$ cat config.mk
export PLATFORM = sky130hd
export DESIGN_NAME = cursor_text_line_buffer_top_flat
export DESIGN_NICKNAME = d
export VERILOG_FILES = /design/src/sv/ctlb_pkg.sv /design/src/sv/ctlb_chan_if.sv /design/src/sv/ctlb_cell.sv /design/src/sv/cursor_text_line_buffer_top.sv /design/src/flat_wrapper.sv
export SDC_FILE = /design/constraint.sdc
export NUM_CORES = 1
export LEC_CHECK = 0
export BUFFER_PORTS_ARGS = -buffer_cell sky130_fd_sc_hd__buf_2
export CAP_MARGIN = 30
export CORE_AREA = 5 5 222 224
export DETAILED_ROUTE_END_ITERATION = 6
export DIE_AREA = 0 0 227 229
export GPL_TIMING_DRIVEN = 0
export PLACE_DENSITY = 0.71
export REMOVE_ABC_BUFFERS = 1
export SYNTH_ARGS = -nofsm -noshare
export SYNTH_HDL_FRONTEND = slang
export SYNTH_HIERARCHICAL = 1
export SYNTH_SLANG_ARGS = --single-unit
export TNS_END_PERCENT = 1
$ cat constraint.sdc
create_clock -name clk -period 13.16 [get_ports clk]
set_input_delay 2.632 -clock clk [delete_from_list [all_inputs] [get_ports clk]]
set_output_delay 2.632 -clock clk [all_outputs]
set_load 0.02 [all_outputs]
$ cat src/sv/ctlb_pkg.sv
// ctlb_pkg: shared types and constants for the cursor text line buffer.
// No dependencies; imported by the interface, the cell and the top level.
package ctlb_pkg;

	localparam int POS_W  = 6;
	localparam int CHAR_W = 8;

	localparam logic [CHAR_W-1:0] NEWLINE_CHAR = 8'd10;

	typedef enum logic [2:0] {
		FUNC_INSERT  = 3'd0,
		FUNC_DELETE  = 3'd1,
		FUNC_LEFT    = 3'd2,
		FUNC_RIGHT   = 3'd3,
		FUNC_HOME    = 3'd4,
		FUNC_DISPLAY = 3'd5
	} func_t;

	typedef enum logic [1:0] {
		KIND_DONE     = 2'd0,
		KIND_NOEFFECT = 2'd1,
		KIND_FULL     = 2'd2,
		KIND_CHAR     = 2'd3
	} kind_t;

	typedef enum logic [1:0] {
		CELL_HOLD,
		CELL_INSERT,
		CELL_DELETE,
		CELL_ROTATE
	} cell_op_t;

	typedef enum logic [0:0] {
		ST_IDLE,
		ST_DISP
	} state_t;

	typedef struct packed {
		logic [2:0]        func;
		logic [CHAR_W-1:0] char_in;
	} cmd_t;

	typedef struct packed {
		logic [1:0]        kind;
		logic [CHAR_W-1:0] char_out;
		logic              last;
	} rsp_t;

	// broadcast to every cell of the chain
	typedef struct packed {
		cell_op_t          op;
		logic [POS_W-1:0]  cursor;
		logic [POS_W-1:0]  length;
		logic [CHAR_W-1:0] char_in;
	} cell_ctrl_t;

endpackage

$ cat src/sv/ctlb_chan_if.sv
// ctlb_chan_if: valid/ready channel carrying one request payload.
// Depends on ctlb_pkg for the default payload type.
interface ctlb_chan_if
	import ctlb_pkg::*;
#(
	parameter type payload_t = cmd_t
);
	logic     valid;
	logic     ready;
	payload_t payload;

	modport source (output valid, output payload, input ready);
	modport sink   (input valid, input payload, output ready);
endinterface

$ cat src/sv/ctlb_cell.sv
// ctlb_cell: one character slot of the text chain.
// Depends on ctlb_pkg; loads from its left or right neighbour, the first cell or char_in.
module ctlb_cell
	import ctlb_pkg::*;
#(
	parameter int IDX = 0
) (
	input  logic              clk,
	input  cell_ctrl_t        ctrl,
	input  logic [CHAR_W-1:0] left_data,
	input  logic [CHAR_W-1:0] right_data,
	input  logic [CHAR_W-1:0] first_data,
	output logic [CHAR_W-1:0] data
);
	localparam logic [POS_W:0] IDX_P = (POS_W+1)'(IDX);

	logic [POS_W:0] idx_next;
	logic [POS_W:0] cur_x;
	logic [POS_W:0] len_x;
	logic [CHAR_W-1:0] data_q;

	assign idx_next = IDX_P + 1'b1;
	assign cur_x    = {1'b0, ctrl.cursor};
	assign len_x    = {1'b0, ctrl.length};
	assign data     = data_q;

	always_ff @(posedge clk) begin
		case (ctrl.op)
			CELL_INSERT: begin
				if (IDX_P == cur_x) begin
					data_q <= ctrl.char_in;
				end else if (IDX_P > cur_x) begin
					data_q <= left_data;
				end
			end
			CELL_DELETE: begin
				if (IDX_P >= cur_x && idx_next < len_x) begin
					data_q <= right_data;
				end
			end
			CELL_ROTATE: begin
				if (idx_next < len_x) begin
					data_q <= right_data;
				end else if (idx_next == len_x) begin
					data_q <= first_data;
				end
			end
			default: begin
				data_q <= data_q;
			end
		endcase
	end
endmodule

$ cat src/sv/cursor_text_line_buffer_top.sv
// channel | dir | payload                      | handshake
// cmd     | in  | func[2:0], char_in[7:0]      | valid/ready
// rsp     | out | kind[1:0], char_out[7:0], last | valid/ready
//
// Edit commands shift the affected characters of the cell chain in parallel.
// Display emits the text's characters and then a newline; the chain rotates by
// one per emitted character, so cell 0 always presents the next byte.
// Reset clears length, cursor and control; cell contents are undefined.
// A held response stalls the chain; a new command is taken while idle and the
// output register is free or draining.
module cursor_text_line_buffer_top
	import ctlb_pkg::*;
#(
	parameter int CAPACITY = 32
) (
	input  logic        clk,
	input  logic        arst_n,
	ctlb_chan_if.sink   cmd,
	ctlb_chan_if.source rsp
);
	localparam logic [POS_W-1:0] CAP_P = POS_W'(CAPACITY);

	state_t           state_q, state_d;
	logic [POS_W-1:0] len_q, len_d;
	logic [POS_W-1:0] cur_q, cur_d;
	logic [POS_W-1:0] cnt_q, cnt_d;
	logic             ov_q, ov_d;
	rsp_t             rsp_q, rsp_d;
	cell_ctrl_t       ctrl;
	logic             out_free;
	logic             accept;
	logic [CHAR_W-1:0] cell_data [CAPACITY];

	assign out_free    = !ov_q || rsp.ready;
	assign cmd.ready   = (state_q == ST_IDLE) && out_free;
	assign accept      = cmd.valid && cmd.ready;
	assign rsp.valid   = ov_q;
	assign rsp.payload = rsp_q;

	always_comb begin
		state_d      = state_q;
		len_d        = len_q;
		cur_d        = cur_q;
		cnt_d        = cnt_q;
		ov_d         = ov_q && !rsp.ready;
		rsp_d        = rsp_q;
		ctrl.op      = CELL_HOLD;
		ctrl.cursor  = cur_q;
		ctrl.length  = len_q;
		ctrl.char_in = cmd.payload.char_in;
		case (state_q)
			ST_IDLE: begin
				if (accept) begin
					ov_d           = 1'b1;
					rsp_d.kind     = KIND_NOEFFECT;
					rsp_d.char_out = '0;
					rsp_d.last     = 1'b1;
					case (cmd.payload.func)
						FUNC_INSERT: begin
							if (len_q >= CAP_P || cur_q > len_q) begin
								rsp_d.kind = KIND_FULL;
							end else begin
								ctrl.op    = CELL_INSERT;
								len_d      = len_q + 1'b1;
								cur_d      = cur_q + 1'b1;
								rsp_d.kind = KIND_DONE;
							end
						end
						FUNC_DELETE: begin
							if (cur_q != '0 && cur_q < len_q) begin
								ctrl.op    = CELL_DELETE;
								len_d      = len_q - 1'b1;
								rsp_d.kind = KIND_DONE;
							end
						end
						FUNC_LEFT: begin
							if (cur_q != '0) begin
								cur_d      = cur_q - 1'b1;
								rsp_d.kind = KIND_DONE;
							end
						end
						FUNC_RIGHT: begin
							if (cur_q != '0 && cur_q < len_q) begin
								cur_d      = cur_q + 1'b1;
								rsp_d.kind = KIND_DONE;
							end
						end
						FUNC_HOME: begin
							cur_d      = '0;
							rsp_d.kind = KIND_DONE;
						end
						FUNC_DISPLAY: begin
							ov_d    = 1'b0;
							cnt_d   = '0;
							state_d = ST_DISP;
						end
						default: begin
							rsp_d.kind = KIND_NOEFFECT;
						end
					endcase
				end
			end
			ST_DISP: begin
				if (out_free) begin
					ov_d       = 1'b1;
					rsp_d.kind = KIND_CHAR;
					if (cnt_q < len_q) begin
						rsp_d.char_out = cell_data[0];
						rsp_d.last     = 1'b0;
						cnt_d          = cnt_q + 1'b1;
						ctrl.op        = CELL_ROTATE;
					end else begin
						rsp_d.char_out = NEWLINE_CHAR;
						rsp_d.last     = 1'b1;
						state_d        = ST_IDLE;
					end
				end
			end
			default: begin
				state_d = ST_IDLE;
			end
		endcase
	end

	always_ff @(posedge clk or negedge arst_n) begin
		if (!arst_n) begin
			state_q <= ST_IDLE;
			len_q   <= '0;
			cur_q   <= '0;
			cnt_q   <= '0;
			ov_q    <= 1'b0;
		end else begin
			state_q <= state_d;
			len_q   <= len_d;
			cur_q   <= cur_d;
			cnt_q   <= cnt_d;
			ov_q    <= ov_d;
		end
	end

	always_ff @(posedge clk) begin
		rsp_q <= rsp_d;
	end

	for (genvar g = 0; g < CAPACITY; g++) begin : g_cell
		logic [CHAR_W-1:0] left_w;
		logic [CHAR_W-1:0] right_w;

		if (g == 0) begin : g_first
			assign left_w = cell_data[g];
		end else begin : g_mid_l
			assign left_w = cell_data[g-1];
		end

		if (g == CAPACITY - 1) begin : g_last
			assign right_w = cell_data[g];
		end else begin : g_mid_r
			assign right_w = cell_data[g+1];
		end

		ctlb_cell #(
			.IDX(g)
		) u_cell (
			.clk       (clk),
			.ctrl      (ctrl),
			.left_data (left_w),
			.right_data(right_w),
			.first_data(cell_data[0]),
			.data      (cell_data[g])
		);
	end
endmodule
$ cat src/flat_wrapper.sv
// flat-port wrapper written by rule: the top's interface ports become plain ports
module cursor_text_line_buffer_top_flat import ctlb_pkg::*;
#(
	parameter int CAPACITY = 32
)
  (clk, arst_n, cmd_valid, cmd_payload, cmd_ready, rsp_valid, rsp_payload, rsp_ready);
  ctlb_chan_if cmd_i ();
  ctlb_chan_if rsp_i ();
  input  logic clk;
  input  logic arst_n;
  input wire logic [$bits(cmd_i.valid)-1:0] cmd_valid;
  input wire logic [$bits(cmd_i.payload)-1:0] cmd_payload;
  output wire logic [$bits(cmd_i.ready)-1:0] cmd_ready;
  output wire logic [$bits(rsp_i.valid)-1:0] rsp_valid;
  output wire logic [$bits(rsp_i.payload)-1:0] rsp_payload;
  input wire logic [$bits(rsp_i.ready)-1:0] rsp_ready;
  assign cmd_i.valid = cmd_valid;
  assign cmd_i.payload = cmd_payload;
  assign cmd_ready = cmd_i.ready;
  assign rsp_valid = rsp_i.valid;
  assign rsp_payload = rsp_i.payload;
  assign rsp_i.ready = rsp_ready;
  cursor_text_line_buffer_top #(.CAPACITY(CAPACITY)) u_core (.clk(clk), .arst_n(arst_n), .cmd(cmd_i), .rsp(rsp_i));
endmodule
==> impl_metrics.yaml <==
yosys:
  synth_edf_count: 267
  ys_types: 127
  async_flop_share: 0.0697
  synth_fa_ha_area_frac: 0.0130
  synthSimpleGateAreaFrac: 0.187
  avgSynthCellArea_um2: 10.5
  synth_top_family_by_area: "compound AO/OA/AOI/OAI gates"
  yosysTopAreaCell: "edfxtp_1"
  ys_top_cells_by_area: "edfxtp_1 (36%), mux2i_1 (15%), a211oi_1 (2.5%), o21ai_0 (2.5%), dfrtp_1 (2.2%)"
  ys_seq_elements: 287
  synth.most_common_cell: "mux2i_1"
  synth_xor_area_frac: 0.00393
  synth_mux_area_frac: 0.152
  synth_top_area_frac: 0.360
  ys_top_cells_by_count: "mux2i_1 (330), edfxtp_1 (267), o21ai_0 (110)"
  ys_seq_area_frac: 0.382
  synthesis.area_um2: 22300
  synthCells: 2115
  ys_warn_count: 6
  synth_compound_area_frac: 0.218
  ys.flop_type: "edfxtp_1"
global_route:
  grt_use_total: 0.257
  grt_max_degree: 78
  first_global_vias: 19700
  grt_pass1_wl_mm: 109
  antenna_found_initial: 1
  gr-total-overflow: 0
flow_run:
  max-cap-violations: 0
clock_tree:
  worstSkewPairLatency_ns: 0.56
  htree_levels: 2
  hold_buffers: 0
  clock_path_buffers: 3
  cts_resized: 0
  cts_tree: "built"
  ctsRootBufferMaster: "clkbuf_16"
  cts_setup_buffers: 0
  cts_made_buffers: 36
  clkTransAtPathRegs_ns: 0.06
  cts_num_sinks: 287
timing:
  finalHoldViolations: 0
  final.setup_skew_ns: 0.0137
  rsz0062_at_grt: "false"
  fin_crit_sh: 0.485
  clock.fmax_mhz: 157
  slew_viol_final: 0
  tns_ns: 0
  tightest_slew_ns: 1.10
  final.min_clock_period_ns: 6.39
  setup_violations: 0
  slew-limit-headroom: 0.261
run_status:
  status: "complete, no violations"
power_and_ir_drop:
  p_leak_nw: 9.29
  powerDensity_nw_per_um2: 242
  power.total_w: 0.00604
  ir_drop_mv: 0.116
floorplan:
  initial_core_util: 0.473
  fp.dieH_um: 229
  coreArea_um2: 47100
  dieArea_um2: 52000
  chipWidth_um: 227
  io_pins: 28
  rows: 80
drt:
  first_iter_violations: 2512
  wl_mm: 69.9
  wl_per_cell_um: 25.0
  drt-pass1-iter-count: 6
  vias_per_cell: 7.11
  vias: 19900
  remaining_drc_errors: 0
  postRouteAntennaNets: 0
place:
  port-buffer-count: 27
  dp_hpwl_mm: 43.5
  gp_congestion: 0.830
critical_path:
  worstPathMaxFanout: 13
  end_kind: "flip-flop"
  slowest_stage: "o41ai_2"
  critical_path.max_stage_delay_ns: 0.91
  arrival_ns: 6.65
  timing.critical_path.mode_cell: "buf_4"
  critPathKind: "in2reg"
  cp-start-kind: "input port"
  cp_data_required_time_ns: 13.42
  worstRegToRegCells: 15
  crit_chain: "buf_2 > nor2b_1 > or3b_2 > o41ai_2 > buf_4 > buf_4 > buf_4 > buf_4 > buf_4 > buf_4 > nand2_1 > o31ai_1 > buf_2"
finish:
  n_antenna_cell: 0
  area_growth_pct: 11.9
  nets: 2189
  drive_gt1_frac: 0.151
worst_hold_path:
  min_path_cells: 1
  hold_path.class: "reg2reg"
layout by cell type (no fill, tap or decap), types with 45 or more instances in the layout:
| master | synthesis | routed |
|---|---|---|
| mux2i_1 | 330 | 330 |
| edfxtp_1 | 267 | 267 |
| o21ai_0 | 110 | 109 |
| a21oi_1 | 99 | 99 |
| nand3_1 | 77 | 77 |
| a211oi_1 | 75 | 75 |
| nor2_1 | 66 | 66 |
| nand2b_1 | 59 | 59 |
| nor4_1 | 56 | 56 |
| a32oi_1 | 56 | 56 |
| nand2_1 | 55 | 55 |
| o21ai_1 | 48 | 48 |
| buf_4 | 14 | 48 |
| inv_1 | 47 | 47 |
| a31oi_1 | 45 | 45 |
flip-flops by register name (all words and copies together) (netlist names):
| register | flops |
|---|---|
| u_core/cnt_q | 6 |
| u_core/cur_q | 6 |
| u_core/g_cell.u_cell/data | 256 |
| u_core/len_q | 6 |
| u_core/rsp.payload | 11 |
| u_core/rsp.valid | 1 |
| u_core/state_q | 1 |
worst paths after layout:
check / start / to / slack, ns
max in group asynchronous: arst_n / u_core/len_q[4]$_DFFE_PN0P_ / 10.77
min in group asynchronous: arst_n / u_core/cur_q[3]$_DFFE_PN0P_ / 2.02
min: u_core/cnt_q[5]$_DFFE_PN0P_ / u_core/cnt_q[5]$_DFFE_PN0P_ / 0.50
min reg2reg: u_core/cnt_q[5]$_DFFE_PN0P_ / u_core/cnt_q[5]$_DFFE_PN0P_ / 0.50
max: rsp_ready / u_core/g_cell[31].u_cell/data[5]$_DFFE_PP_ / 6.77
max reg2reg: u_core/len_q[1]$_DFFE_PN0P_ / u_core/g_cell[31].u_cell/data[5]$_DFFE_PP_ / 7.19
metal layers:
metal | global-route usage | share of wire | vias up
li1 | - | - | 8748
met3 | 0.0455 | 0.096 | 307
met2 | 0.411 | 0.46 | 1249
met4 | 0.122 | 0.049 | 0
met1 | 0.339 | 0.39 | 9569
met5 | 0 | 0 | -
cell families (layout without fill, tap and decap cells):
kind of cell | after synthesis | in the layout
compound gates | 669 | 669
xor+xnor | 10 | 10
fa+ha+maj | 22 | 22
buf+inv | 183 | 248
flops | 287 | 287
mux | 338 | 338
simple gates | 606 | 606
stage by stage:
step | instances | instance area [um2] | hold slack, ns | worst slack [ns] | util
after floorplan | 1984 | 21500 | 0.455 | -54.04 | -
after global placement | 2626 | 22400 | 0.478 | -77.54 | 0.476
after detailed placement | 2725 | 23700 | 0.489 | 6.21 | 0.503
after CTS | 2791 | 24900 | 0.499 | 6.80 | 0.527
after global routing | 2795 | 24900 | 0.520 | 6.53 | 0.529
final | 2795 | 24900 | 0.497 | 6.77 | 0.529
worst max-delay path: cells and delay by family:
family,cells,cell delay [ns]
simple gates,3,0.69
buf+inv,8,1.69
compound gates,2,1.62
area by class of cell:
cell class / count / area (um2)
clock buffers: 47 / 973
clock inverters: 19 / 173
fillers: 4025 / 22200
inverters: 52 / 195
multi-input cells: 1645 / 12800
flip-flops and latches: 287 / 8560
well taps: 615 / 769
repair buffers: 130 / 1430
power breakdown:
group / leakage [nW] / switching, W / internal [W]
combinational: 5.91 / 0.00173 / 0.00114
sequential: 2.82 / 0.000399 / 0.00178
clock: 0.555 / 0.000412 / 0.000581
total: 9.29 / 0.00254 / 0.00350
No activity file was read; power rests on OpenSTA's default activity.
